--- src/sv/arpc_pkg.sv ---
package arpc_pkg;
  localparam int CacheEntries = 16;
  localparam int DeviceBits   = 4;

  localparam logic [1:0] CMD_ALLOC  = 2'd0;
  localparam logic [1:0] CMD_INSERT = 2'd1;
  localparam logic [1:0] CMD_LOOKUP = 2'd2;
  localparam logic [1:0] CMD_TICK   = 2'd3;

  localparam logic [2:0] KIND_INSERT = 3'd0;
  localparam logic [2:0] KIND_LOOKUP = 3'd1;
  localparam logic [2:0] KIND_REQ    = 3'd2;
  localparam logic [2:0] KIND_DROP   = 3'd3;
  localparam logic [2:0] KIND_TICK   = 3'd4;

  localparam logic [1:0] ST_FREE = 2'd0;
  localparam logic [1:0] ST_PEND = 2'd1;
  localparam logic [1:0] ST_RES  = 2'd2;

  localparam logic [15:0] PROTO_IP = 16'h0800;

  localparam logic [1:0] REG_ATTEMPTS = 2'd0;
  localparam logic [1:0] REG_WAIT     = 2'd1;
  localparam logic [1:0] REG_LIFE     = 2'd2;

  localparam int TtlW = 18;
  localparam int RetW = 5;
endpackage

--- src/sv/arpc_if.sv ---
interface arpc_in_if;
  logic        valid;
  logic        ready;
  logic [1:0]  cmd;
  logic [15:0] protocol;
  logic [31:0] ip_addr;
  logic [47:0] hw_addr;
  logic [3:0]  device_id;
  logic [15:0] tick_delta;
  modport source (output valid, cmd, protocol, ip_addr, hw_addr, device_id, tick_delta,
                  input ready);
  modport sink   (input valid, cmd, protocol, ip_addr, hw_addr, device_id, tick_delta,
                  output ready);
endinterface

interface arpc_out_if;
  logic        valid;
  logic        ready;
  logic [2:0]  kind;
  logic        status;
  logic [3:0]  entry_index;
  logic [1:0]  entry_state;
  logic [31:0] found_ip;
  logic [47:0] found_hw;
  logic [3:0]  found_device;
  logic        last;
  modport source (output valid, kind, status, entry_index, entry_state, found_ip, found_hw,
                  found_device, last, input ready);
  modport sink   (input valid, kind, status, entry_index, entry_state, found_ip, found_hw,
                  found_device, last, output ready);
endinterface

--- src/sv/arp_cache_table.sv ---
// channel | dir | fields
// in_     | in  | cmd, protocol, ip_addr, hw_addr, device_id, tick_delta
// out_    | out | kind, status, entry_index, entry_state, found_ip, found_hw,
//         |     | found_device, last
// cfg_    | in  | APB: request_attempts, pending_wait_time, resolved_lifetime
// One request at a time; each scan step reads one slot from the memory and,
// for an insert or a tick, may write it back; a tick may give request or drop
// results before its final tick result.
// After reset a clearing pass marks every slot free.
// Each result waits in the output register until taken; the scan holds.
module arp_cache_table #(
  parameter int CACHE_ENTRIES = arpc_pkg::CacheEntries,
  parameter int DEVICE_BITS   = arpc_pkg::DeviceBits
) (
  input  logic        clk,
  input  logic        rst_n,
  arpc_in_if.sink     in_ch,
  arpc_out_if.source  out_ch,
  input  logic        cfg_psel,
  input  logic        cfg_penable,
  input  logic        cfg_pwrite,
  input  logic [3:0]  cfg_paddr,
  input  logic [31:0] cfg_pwdata,
  output logic [31:0] cfg_prdata,
  output logic        cfg_pready
);
  import arpc_pkg::*;

  localparam int IW = $clog2(CACHE_ENTRIES);
  localparam int CW = IW + 1;
  localparam int MW = 2 + 16 + 32 + 48 + DEVICE_BITS + TtlW + RetW;

  localparam logic [2:0] S_CLR  = 3'd0;
  localparam logic [2:0] S_IDLE = 3'd1;
  localparam logic [2:0] S_RD   = 3'd2;
  localparam logic [2:0] S_EVAL = 3'd3;
  localparam logic [2:0] S_OUT  = 3'd4;
  localparam logic [2:0] S_WAIT = 3'd5;

  typedef struct packed {
    logic [1:0]             st;
    logic [15:0]            proto;
    logic [31:0]            ip;
    logic [47:0]            hw;
    logic [DEVICE_BITS-1:0] dev;
    logic signed [TtlW-1:0] ttl;
    logic signed [RetW-1:0] ret;
  } slot_t;

  logic [3:0]  attempts_r;
  logic [15:0] wait_r, life_r;
  logic        wr_en;
  assign cfg_pready = 1'b1;
  assign wr_en = cfg_psel && cfg_penable && cfg_pwrite;

  always_ff @(posedge clk) begin
    if (!rst_n) begin
      attempts_r <= 4'd3;
      wait_r     <= 16'd1;
      life_r     <= 16'd600;
    end else if (wr_en) begin
      unique case (cfg_paddr[3:2])
        REG_ATTEMPTS: attempts_r <= cfg_pwdata[3:0];
        REG_WAIT:     wait_r     <= cfg_pwdata[15:0];
        REG_LIFE:     life_r     <= cfg_pwdata[15:0];
        default: ;
      endcase
    end
  end

  always_comb begin
    unique case (cfg_paddr[3:2])
      REG_ATTEMPTS: cfg_prdata = {28'd0, attempts_r};
      REG_WAIT:     cfg_prdata = {16'd0, wait_r};
      REG_LIFE:     cfg_prdata = {16'd0, life_r};
      default:      cfg_prdata = 32'd0;
    endcase
  end

  logic [2:0]    state_r, state_nxt;
  logic [IW-1:0] idx_r, idx_nxt, ptr_r, ptr_nxt;
  logic [CW-1:0] cnt_r, cnt_nxt;
  logic [1:0]    cmd_r;
  logic [15:0]   proto_r, delta_r;
  logic [31:0]   ip_r;
  logic [47:0]   hw_r;
  logic [DEVICE_BITS-1:0] dev_r;

  logic          we;
  logic [IW-1:0] waddr;
  slot_t         wslot, rslot;
  logic [MW-1:0] rdata;

  arpc_ram #(.Width(MW), .Depth(CACHE_ENTRIES)) u_ram (
    .clk(clk), .we(we), .waddr(waddr), .wdata(wslot), .raddr(idx_r), .rdata(rdata)
  );
  assign rslot = slot_t'(rdata);

  logic        ov_r, ov_nxt;
  logic [2:0]  ok_r, ok_nxt;
  logic        os_r, os_nxt, ol_r, ol_nxt;
  logic [3:0]  oi_r, oi_nxt;
  logic [1:0]  ost_r, ost_nxt;
  logic [31:0] oip_r, oip_nxt;
  logic [47:0] ohw_r, ohw_nxt;
  logic [3:0]  odv_r, odv_nxt;

  assign in_ch.ready         = (state_r == S_IDLE);
  assign out_ch.valid        = ov_r;
  assign out_ch.kind         = ok_r;
  assign out_ch.status       = os_r;
  assign out_ch.entry_index  = oi_r;
  assign out_ch.entry_state  = ost_r;
  assign out_ch.found_ip     = oip_r;
  assign out_ch.found_hw     = ohw_r;
  assign out_ch.found_device = odv_r;
  assign out_ch.last         = ol_r;

  logic signed [TtlW-1:0] ttl_dec;
  logic signed [RetW-1:0] ret_dec;
  logic                   scan_done;
  assign ttl_dec = rslot.ttl - $signed({2'b00, delta_r});
  assign ret_dec = rslot.ret - RetW'(1);
  assign scan_done = (cnt_r == CW'(CACHE_ENTRIES - 1));

  always_comb begin
    state_nxt = state_r;
    idx_nxt = idx_r;
    ptr_nxt = ptr_r;
    cnt_nxt = cnt_r;
    we = 1'b0;
    waddr = idx_r;
    wslot = rslot;
    ov_nxt = ov_r && !out_ch.ready;
    ok_nxt = ok_r; os_nxt = os_r; ol_nxt = ol_r; oi_nxt = oi_r; ost_nxt = ost_r;
    oip_nxt = oip_r; ohw_nxt = ohw_r; odv_nxt = odv_r;
    unique case (state_r)
      S_CLR: begin
        we = 1'b1;
        wslot = '0;
        idx_nxt = idx_r + IW'(1);
        if (idx_r == IW'(CACHE_ENTRIES - 1)) begin
          idx_nxt = '0;
          state_nxt = S_IDLE;
        end
      end
      S_IDLE: begin
        if (in_ch.valid) begin
          idx_nxt = (in_ch.cmd == CMD_ALLOC || in_ch.cmd == CMD_INSERT) ? ptr_r : '0;
          cnt_nxt = '0;
          state_nxt = S_RD;
        end
      end
      S_RD: state_nxt = S_EVAL;
      S_EVAL: begin
        state_nxt = S_RD;
        idx_nxt = (idx_r == IW'(CACHE_ENTRIES - 1)) ? '0 : idx_r + IW'(1);
        cnt_nxt = cnt_r + CW'(1);
        ok_nxt = '0; os_nxt = 1'b0; ol_nxt = 1'b1; oi_nxt = '0; ost_nxt = ST_FREE;
        oip_nxt = '0; ohw_nxt = '0; odv_nxt = '0;
        case (cmd_r) inside
          CMD_ALLOC, CMD_INSERT: begin
            ok_nxt = KIND_INSERT;
            if (rslot.st == ST_FREE) begin
              we = 1'b1;
              wslot.ip = ip_r;
              wslot.ret = RetW'(attempts_r);
              if (cmd_r == CMD_ALLOC) begin
                wslot.st = ST_PEND; wslot.proto = PROTO_IP; wslot.hw = '0;
                wslot.dev = '0; wslot.ttl = TtlW'(wait_r);
              end else begin
                wslot.st = ST_RES; wslot.proto = proto_r; wslot.hw = hw_r;
                wslot.dev = dev_r; wslot.ttl = TtlW'(life_r);
              end
              ptr_nxt = idx_nxt;
              oi_nxt = 4'(idx_r); ost_nxt = wslot.st; oip_nxt = ip_r;
              ohw_nxt = wslot.hw; odv_nxt = 4'(wslot.dev);
              ov_nxt = 1'b1; state_nxt = S_WAIT;
            end else if (scan_done) begin
              os_nxt = 1'b1; ov_nxt = 1'b1; state_nxt = S_WAIT;
            end
          end
          CMD_LOOKUP: begin
            ok_nxt = KIND_LOOKUP;
            if (rslot.st != ST_FREE && rslot.proto == proto_r && rslot.ip == ip_r) begin
              oi_nxt = 4'(idx_r); ost_nxt = rslot.st; oip_nxt = rslot.ip;
              ohw_nxt = rslot.hw; odv_nxt = 4'(rslot.dev);
              ov_nxt = 1'b1; state_nxt = S_WAIT;
            end else if (scan_done) begin
              os_nxt = 1'b1; ov_nxt = 1'b1; state_nxt = S_WAIT;
            end
          end
          default: begin
            ol_nxt = 1'b0;
            if (rslot.st != ST_FREE) begin
              we = 1'b1;
              wslot.ttl = ttl_dec;
              if (ttl_dec <= 0) begin
                if (rslot.st == ST_RES) begin
                  wslot.st = ST_FREE;
                end else begin
                  wslot.ret = ret_dec;
                  if (ret_dec < 0) begin
                    wslot.st = ST_FREE; ok_nxt = KIND_DROP;
                  end else begin
                    wslot.ttl = TtlW'(wait_r); ok_nxt = KIND_REQ;
                  end
                  oi_nxt = 4'(idx_r); ost_nxt = wslot.st; oip_nxt = rslot.ip;
                  ohw_nxt = rslot.hw; odv_nxt = 4'(rslot.dev);
                  ov_nxt = 1'b1; state_nxt = S_OUT;
                end
              end
            end
            if (scan_done && state_nxt != S_OUT) state_nxt = S_OUT;
            if (scan_done && !ov_nxt) begin
              ok_nxt = KIND_TICK; ol_nxt = 1'b1; ov_nxt = 1'b1; state_nxt = S_WAIT;
            end
          end
        endcase
      end
      S_OUT: begin
        if (!ov_r || out_ch.ready) begin
          if (cnt_r == CW'(CACHE_ENTRIES)) begin
            ok_nxt = KIND_TICK; os_nxt = 1'b0; ol_nxt = 1'b1; oi_nxt = '0;
            ost_nxt = ST_FREE; oip_nxt = '0; ohw_nxt = '0; odv_nxt = '0;
            ov_nxt = 1'b1; state_nxt = S_WAIT;
          end else begin
            state_nxt = S_RD;
          end
        end
      end
      S_WAIT: if (!ov_nxt) state_nxt = S_IDLE;
      default: state_nxt = S_IDLE;
    endcase
  end

  always_ff @(posedge clk) begin
    if (!rst_n) begin
      state_r <= S_CLR;
      idx_r   <= '0;
      ptr_r   <= '0;
      cnt_r   <= '0;
      ov_r    <= 1'b0;
    end else begin
      state_r <= state_nxt;
      idx_r   <= idx_nxt;
      ptr_r   <= ptr_nxt;
      cnt_r   <= cnt_nxt;
      ov_r    <= ov_nxt;
    end
  end

  always_ff @(posedge clk) begin
    if (state_r == S_IDLE && in_ch.valid) begin
      cmd_r   <= in_ch.cmd;
      proto_r <= in_ch.protocol;
      ip_r    <= in_ch.ip_addr;
      hw_r    <= in_ch.hw_addr;
      dev_r   <= in_ch.device_id[DEVICE_BITS-1:0];
      delta_r <= in_ch.tick_delta;
    end
    ok_r <= ok_nxt; os_r <= os_nxt; ol_r <= ol_nxt; oi_r <= oi_nxt; ost_r <= ost_nxt;
    oip_r <= oip_nxt; ohw_r <= ohw_nxt; odv_r <= odv_nxt;
  end
endmodule

--- src/sv/arpc_ram.sv ---
module arpc_ram #(
  parameter int Width = 8,
  parameter int Depth = 16
) (
  input  logic                     clk,
  input  logic                     we,
  input  logic [$clog2(Depth)-1:0] waddr,
  input  logic [Width-1:0]         wdata,
  input  logic [$clog2(Depth)-1:0] raddr,
  output logic [Width-1:0]         rdata
);
  logic [Width-1:0] mem [Depth];

  always_ff @(posedge clk) begin
    if (we) begin
      mem[waddr] <= wdata;
    end
    rdata <= mem[raddr];
  end
endmodule

--- src/flat_wrapper.sv ---
// flat-port wrapper written by rule: the top's interface ports become plain ports
module arp_cache_table_flat import arpc_pkg::*;
#(
  parameter int CACHE_ENTRIES = arpc_pkg::CacheEntries,
  parameter int DEVICE_BITS   = arpc_pkg::DeviceBits
)
  (clk, rst_n, cfg_psel, cfg_penable, cfg_pwrite, cfg_paddr, cfg_pwdata, cfg_prdata, cfg_pready, in_ch_valid, in_ch_cmd, in_ch_protocol, in_ch_ip_addr, in_ch_hw_addr, in_ch_device_id, in_ch_tick_delta, in_ch_ready, out_ch_valid, out_ch_kind, out_ch_status, out_ch_entry_index, out_ch_entry_state, out_ch_found_ip, out_ch_found_hw, out_ch_found_device, out_ch_last, out_ch_ready);
  arpc_in_if in_ch_i ();
  arpc_out_if out_ch_i ();
  input  logic clk;
  input  logic rst_n;
  input  logic cfg_psel;
  input  logic cfg_penable;
  input  logic cfg_pwrite;
  input  logic [3:0] cfg_paddr;
  input  logic [31:0] cfg_pwdata;
  output logic [31:0] cfg_prdata;
  output logic cfg_pready;
  input wire logic [$bits(in_ch_i.valid)-1:0] in_ch_valid;
  input wire logic [$bits(in_ch_i.cmd)-1:0] in_ch_cmd;
  input wire logic [$bits(in_ch_i.protocol)-1:0] in_ch_protocol;
  input wire logic [$bits(in_ch_i.ip_addr)-1:0] in_ch_ip_addr;
  input wire logic [$bits(in_ch_i.hw_addr)-1:0] in_ch_hw_addr;
  input wire logic [$bits(in_ch_i.device_id)-1:0] in_ch_device_id;
  input wire logic [$bits(in_ch_i.tick_delta)-1:0] in_ch_tick_delta;
  output wire logic [$bits(in_ch_i.ready)-1:0] in_ch_ready;
  output wire logic [$bits(out_ch_i.valid)-1:0] out_ch_valid;
  output wire logic [$bits(out_ch_i.kind)-1:0] out_ch_kind;
  output wire logic [$bits(out_ch_i.status)-1:0] out_ch_status;
  output wire logic [$bits(out_ch_i.entry_index)-1:0] out_ch_entry_index;
  output wire logic [$bits(out_ch_i.entry_state)-1:0] out_ch_entry_state;
  output wire logic [$bits(out_ch_i.found_ip)-1:0] out_ch_found_ip;
  output wire logic [$bits(out_ch_i.found_hw)-1:0] out_ch_found_hw;
  output wire logic [$bits(out_ch_i.found_device)-1:0] out_ch_found_device;
  output wire logic [$bits(out_ch_i.last)-1:0] out_ch_last;
  input wire logic [$bits(out_ch_i.ready)-1:0] out_ch_ready;
  assign in_ch_i.valid = in_ch_valid;
  assign in_ch_i.cmd = in_ch_cmd;
  assign in_ch_i.protocol = in_ch_protocol;
  assign in_ch_i.ip_addr = in_ch_ip_addr;
  assign in_ch_i.hw_addr = in_ch_hw_addr;
  assign in_ch_i.device_id = in_ch_device_id;
  assign in_ch_i.tick_delta = in_ch_tick_delta;
  assign in_ch_ready = in_ch_i.ready;
  assign out_ch_valid = out_ch_i.valid;
  assign out_ch_kind = out_ch_i.kind;
  assign out_ch_status = out_ch_i.status;
  assign out_ch_entry_index = out_ch_i.entry_index;
  assign out_ch_entry_state = out_ch_i.entry_state;
  assign out_ch_found_ip = out_ch_i.found_ip;
  assign out_ch_found_hw = out_ch_i.found_hw;
  assign out_ch_found_device = out_ch_i.found_device;
  assign out_ch_last = out_ch_i.last;
  assign out_ch_i.ready = out_ch_ready;
  arp_cache_table #(.CACHE_ENTRIES(CACHE_ENTRIES), .DEVICE_BITS(DEVICE_BITS)) u_core (.clk(clk), .rst_n(rst_n), .in_ch(in_ch_i), .out_ch(out_ch_i), .cfg_psel(cfg_psel), .cfg_penable(cfg_penable), .cfg_pwrite(cfg_pwrite), .cfg_paddr(cfg_paddr), .cfg_pwdata(cfg_pwdata), .cfg_prdata(cfg_prdata), .cfg_pready(cfg_pready));
endmodule
--- config.mk ---
export PLATFORM = sky130hd
export DESIGN_NAME = arp_cache_table_flat
export DESIGN_NICKNAME = d
export VERILOG_FILES = /design/src/sv/arpc_pkg.sv /design/src/sv/arpc_if.sv /design/src/sv/arp_cache_table.sv /design/src/sv/arpc_ram.sv /design/src/flat_wrapper.sv
export SDC_FILE = /design/constraint.sdc
export NUM_CORES = 2
export LEC_CHECK = 0
export ABC_AREA = 0
export BUFFER_PORTS_ARGS = -buffer_cell sky130_fd_sc_hd__buf_2
export CAP_MARGIN = 20
export CORE_UTILIZATION = 55
export DETAILED_ROUTE_END_ITERATION = 6
export PLACE_DENSITY_LB_ADDON = 0.25
export SLEW_MARGIN = 20
export SYNTH_ARGS = -nofsm -noshare
export SYNTH_HDL_FRONTEND = slang
export SYNTH_SLANG_ARGS = --single-unit
--- constraint.sdc ---
create_clock -name clk -period 11.2 [get_ports clk]
set_input_delay 0.56 -clock clk [delete_from_list [all_inputs] [get_ports clk]]
set_output_delay 0.56 -clock clk [all_outputs]
set_load 0.01 [all_outputs]
# [Word level (Yosys, flattened, before mapping)]
# Memories as Yosys holds them, arrays and structs flattened. A register that Yosys moved wholly into a read port is not among the register bits.
# Cells that the tools add are included.
[op_classes] n_addsub=4 n_lt_le_gt_ge=2 n_eq_ne=22 muxes=136 reduce_logical=32
[op_table] operator="$mux 48" count=9
[op_table] operator="$mux 32" count=9
[op_table] operator="$pmux 125 s2" count=1
[op_table] operator="$mux 125" count=1
[op_table] operator="$mux 23" count=5
[op_table] operator="$mux 100" count=1
[op_table] operator="$pmux 48 s2" count=1
[op_table] operator="$mux 3" count=26
[op_table] operator="$mux 4" count=19
[op_table] operator="$mux 70" count=1
[op_table] operator="$pmux 32 s2" count=1
[op_table] operator="$pmux 16 s3" count=1
[op_table] operator="$mux 18" count=2
[op_table] operator="$mux 1" count=33
[op_table] operator="$eq 32x32->1" count=1
[op_table] operator="$mux 2" count=14
[op_table] operator="$pmux 4 s2" count=3
[op_table] operator="$le 18x1->1 const B" count=1
[op_table] operator="$pmux 3 s6" count=1
[op_table] operator="$sub 18x17->18" count=1
[op_table] operator="$eq 16x16->1" count=1
[op_table] operator="$pmux 5 s2" count=1
[op_table] operator="$reduce_and 2->1" count=5
[op_table] operator="$logic_and 1x1->1" count=8
[op_table] operator="27 further kinds" count=50
[word_totals] register_bits=266 ramBits=2000 wordCells=219 mem_count=1
[memory_table] name="u_core.u_ram.mem" depth=16 width=125 read_ports=1 rd_clocked_by_memory_dff=1 wr=1 line="arpc_ram.sv:12" source="logic [Width-1:0] mem [Depth];"

# [Depth between registers and ports, before layout]
[logic_depth] ltp_word=14 mapped_depth=16 mapped_depth_nobuf=13

# [By module]
# A second synthesis with hierarchy kept.
[hier_totals] cells_unflattened=4490 area_unflattened_um2=91467.7
[by_module_without_submodules] mod="arpc_ram" instances=1 cells_each=3265 area_per_inst_um2=77639.5
[by_module_without_submodules] mod="arp_cache_table" instances=1 cells_each=1225 area_per_inst_um2=13828.3

# [Least setup slack after synthesis]
# No wires, ideal clock.
[synth_timing] path_kind="reg-to-reg" startpoint="register u_core.u_ram.rdata[124] (read register of u_core.u_ram.mem)" endpoint="memory u_core.u_ram.mem[0][0] (netlist name), enable pin" setup_time_ps=762 arrival_ps=10114 slack_ps=324 path_stages_with_launch=8 n_path_buf=2 period_less_slack_ps=10876 cell_sequence="dfxtp_1 clkbuf_1 nor2_1 nand2_1 clkbuf_1 a31oi_1 nand2_1 nor3_1"
[synth_via] elab_chain_cells=7 word_cells_on_any_way=9 classes_between="7 x mux; 2 x reduce/logical"
[synth_rtl] element="from (decl)" line="arpc_ram.sv:10" source="output logic [Width-1:0] rdata"
[synth_rtl] element="$reduce_bool 2->1" line="arp_cache_table.sv:195" source="if (rslot.st != ST_FREE) begin"
[synth_rtl] element="$mux 1" line="arp_cache_table.sv:195"
[synth_rtl] element="$mux 1" line="arp_cache_table.sv:161" source="case (cmd_r) inside"
[synth_rtl] element="$mux 1 (*)" line="arp_cache_table.sv:161"
[synth_rtl] element="$pmux 1 s2 (*)" line="arp_cache_table.sv:137" source="unique case (state_r)"
[synth_rtl] element="$mux 1 (*)" line="arpc_ram.sv:15" source="if (we) begin"
[synth_rtl] element="$mux 1 (implied by the code) (*)" line="arpc_ram.sv:16" source="mem[waddr] <= wdata;"
[synth_rtl] element="to (decl)" line="arpc_ram.sv:12"
# Every way passes the cells marked *; elsewhere a longest branch is shown, timed or not.

# [Worst setup path after layout]
[layout_timing] startpoint="register u_core.idx_r[0]" endpoint="memory u_core.u_ram.mem[3][62] (netlist name), enable pin"
[layout_lines] element="from (decl)" line="arp_cache_table.sv:81" source="logic [IW-1:0] idx_r, idx_nxt, ptr_r, ptr_nxt;"
[layout_lines] element="from (signal assigned)" line="arp_cache_table.sv:246" source="idx_r <= idx_nxt;"
# No word-level cell before the write port.

==> results.json <==
{
  "status": "finished with violations",
  "violations": "DRC",
  "cts-buffers-inserted": 227,
  "worst_pin_slew_ps": 1151,
  "end_kind": "flop",
  "drive_gt1_share_pct": 28.22,
  "first_pass_iters": 7,
  "syn-mean-instance-area_um2": 21.78,
  "crit_arrival_ps": 5750,
  "crit_fanout": 45,
  "synth_top_family_by_area": "multiplexers",
  "place_hpwl_mm": 105.0,
  "htreeDepth": 4,
  "min_period_ps": 5272,
  "wl_per_cell_um": 30.44,
  "cp_data_required_time_ps": 11670,
  "grt_pass1_wl_mm": 310.6,
  "dpl_cell_area_um2": 95420,
  "post-route-period-util_pct": 47.07,
  "holdCritPathClass": "in2reg",
  "syn_to_final_growth_pct": 14.39,
  "gp_congestion": 0.8892,
  "grt_remaining_overflow": 0,
  "synth-simple-area-share_pct": 1.863,
  "fin_nets": 4862,
  "grt_pass1_vias": 45040,
  "track_usage_pct": 25.69,
  "final_hold_viol_count": 0,
  "dieArea_um2": 167700,
  "routed_wirelength_mm": 215.2,
  "drv_cap": 0,
  "die_x_um": 409.5,
  "synthArstFlopShare_pct": 0,
  "rows": 149,
  "antenna_found_initial": 7,
  "die_h_um": 409.5,
  "start_util_pct": 55.36,
  "antenna_left": 0,
  "max_slew_margin_pct": 23.27,
  "fin_skew_ps": 35.56,
  "synth_compound_area_share_pct": 3.514,
  "crit_type": "reg2reg",
  "port_buffers": 255,
  "yosys_register_bits": 2391,
  "synth-xor-area-share_pct": 0.5466,
  "slew_violations": 0,
  "vias_per_cell": 6.404,
  "synth_fa_ha_area_share_pct": 0.3507,
  "root_buffer": "clkbuf_16",
  "fmax_mhz": 189.7,
  "leakage_nw": 35.15,
  "cts.sinks": 2391,
  "num_vias": 45267,
  "grt_setup_unrepaired": "false",
  "synthMuxAreaShare_pct": 15.77,
  "clk_path_buf_depth": 3,
  "n_antenna_cell": 0,
  "clkSlewWorstSetupHoldPaths_ps": 70,
  "synthCells": 4194,
  "clk_latency_ps": 860,
  "io_pins": 291,
  "utilization_pct": 63.33,
  "core_um2": 165000,
  "synth_edf_count": 2213,
  "stdcell_area_um2": 104500,
  "cts_tree": "built",
  "cp-start-kind": "flop",
  "power.density_nw_per_um2": 184.4,
  "synthDistinctLibCells": 73,
  "grt_max_degree": 144,
  "drt_iter0_drc": 5812,
  "ys_seq_area_share_pct": 76.65,
  "finalSetupTns_ps": 0,
  "route.detailed.drc": 31,
  "vdd_drop_max_mv": 0.1865,
  "netlist_area_um2": 91340,
  "ys.flop_type": "edfxtp_1",
  "yosys_warnings": 0,
  "setup_viol": 0,
  "post_cts_resized": 0
}
==> synthesized netlist by cell type (8+ instances only) <==
master | instances | area share, %
nand4_1 | 21 | 0.14
xor2_1 | 14 | 0.13
buf_1 | 56 | 0.23
inv_1 | 40 | 0.16
buf_4 | 19 | 0.16
o221ai_1 | 11 | 0.11
nand3_1 | 24 | 0.13
dfxtp_1 | 178 | 3.9
nor3b_1 | 8 | 0.066
nand2b_1 | 11 | 0.075
mux2i_1 | 18 | 0.20
nor4_1 | 10 | 0.068
a31oi_1 | 8 | 0.055
clkbuf_1 | 157 | 0.65
a22o_1 | 194 | 1.9
mux4_2 | 625 | 15
nor2b_1 | 18 | 0.12
xnor2_1 | 43 | 0.41
nand2_1 | 161 | 0.66
o21ai_0 | 66 | 0.36
edfxtp_1 | 2213 | 73
mux2_2 | 13 | 0.16
a21boi_0 | 31 | 0.25
ha_1 | 24 | 0.33
nor2_1 | 54 | 0.22
a21oi_1 | 32 | 0.18
nor3_1 | 21 | 0.12
a211oi_1 | 10 | 0.082
==> worst paths after layout <==
kind                                    startpoint                      end  slack [ps]  cells after the start
worst max-delay path               u_core.idx_r[0]  u_core.u_ram.mem[3][62]        5930                      6
worst min register to register     u_core.ptr_r[1]          u_core.ptr_r[1]         470                      2
worst max register to register     u_core.idx_r[0]  u_core.u_ram.mem[3][62]        5930                      6
worst min-delay path            in_ch_protocol[14]       u_core.proto_r[14]          90                      1
==> cells in the final DEF (no fill, tap or decap), types with 8 or more instances in the layout <==
master and n:
clkinv_1 38, nor4_1 10, nor2b_1 18, nand2b_1 11, a31oi_1 8, o21ai_0 64
buf_2 256, inv_6 9, nand4_1 21, mux2_2 13, a21oi_1 31, nand2_1 160
mux2i_1 18, dlygate4sd3_1 133, xor2_1 14, a211oi_1 10, buf_4 75, clkbuf_16 231
a22o_1 194, dfxtp_1 175, a21boi_0 31, clkbuf_8 25, nor2_1 38, ha_1 24
inv_1 38, nand3_1 24, conb_1 17, clkinv_2 49, o221ai_2 10, mux4_2 625
xnor2_1 43, clkbuf_1 50, buf_12 13, bufinv_16 25, nor2_4 16, edfxtp_1 2213
nor3_1 17
==> flip-flops by register name, indices dropped and copies added, names as in the netlist, 2 cells and up <==
name and cells:
u_core.attempts_r 4, u_core.cmd_r 2, u_core.cnt_r 5, u_core.delta_r 16
u_core.dev_r 4, u_core.hw_r 48, u_core.idx_r 4, u_core.ip_r 32
u_core.life_r 16, u_core.out_ch.entry_index 4, u_core.out_ch.entry_state 2, u_core.out_ch.found_device 4
u_core.out_ch.found_hw 48, u_core.out_ch.found_ip 32, u_core.out_ch.kind 3, u_core.proto_r 16
u_core.ptr_r 4, u_core.state_r 3, u_core.u_ram.mem 2000, u_core.u_ram.rdata 125
u_core.wait_r 16
==> layout make-up <==
cell class                 instances  area [µm²]
sequential                      2391       70030
fill                           10884       60500
multi-input combinational       1535       20450
clock buffer                     306        6312
timing repair buffer             480        3480
tap                             2189        2739
clock inverter                   126        1314
inverter                          41       166.4
==> power by group <==
| part | switching [mW] | internal (mW) | total (mW) |
|---|---|---|---|
| registers | 0.154 | 9.92 | 10.1 |
| clock network | 3.26 | 4.52 | 7.79 |
| logic | 0.752 | 0.651 | 1.40 |
==> timing repair <==
action	4_1_cts	5_1_grt
hold buffers	133	0
buffers inserted	0	0
endpoints found under the hold margin	153	0
==> through the flow <==
step	std cells	hold WS, ps	power, mW	setup WS (ps)
global placement	6499	459.5	11.60	5833
detailed placement	6500	460.9	11.62	5783
floorplan	4209	438.3	11.20	324.2
global route	7068	43.27	19.79	5629
CTS	7065	21.41	19.37	5768
finish	7068	89.77	19.27	5928
==> metal layers <==
metal | wire [µm] | GRT usage, % | vias to the layer above
met5 | 10 | 0 | -
met4 | 4336 | 6.298 | 2
met3 | 17140 | 3.775 | 310
met2 | 106200 | 41.17 | 2181
met1 | 87470 | 37.69 | 24160
li1 | - | - | 18614
==> worst max-delay path: stages (launching register included) <==
cell and delay [ps]:
dfxtp_4 800, buf_4 860, ha_1 430, nand2_1 220, nor3_2 820, buf_4 900
buf_4 720
==> cells by family after synthesis <==
family	after synthesis
other cells	2
compound gates	420
simple gates	360
mux	656
fa+ha+maj	25
flops	2391
buf+inv	283
xor+xnor	57
Note: power is estimated with default switching activity, not from simulation.
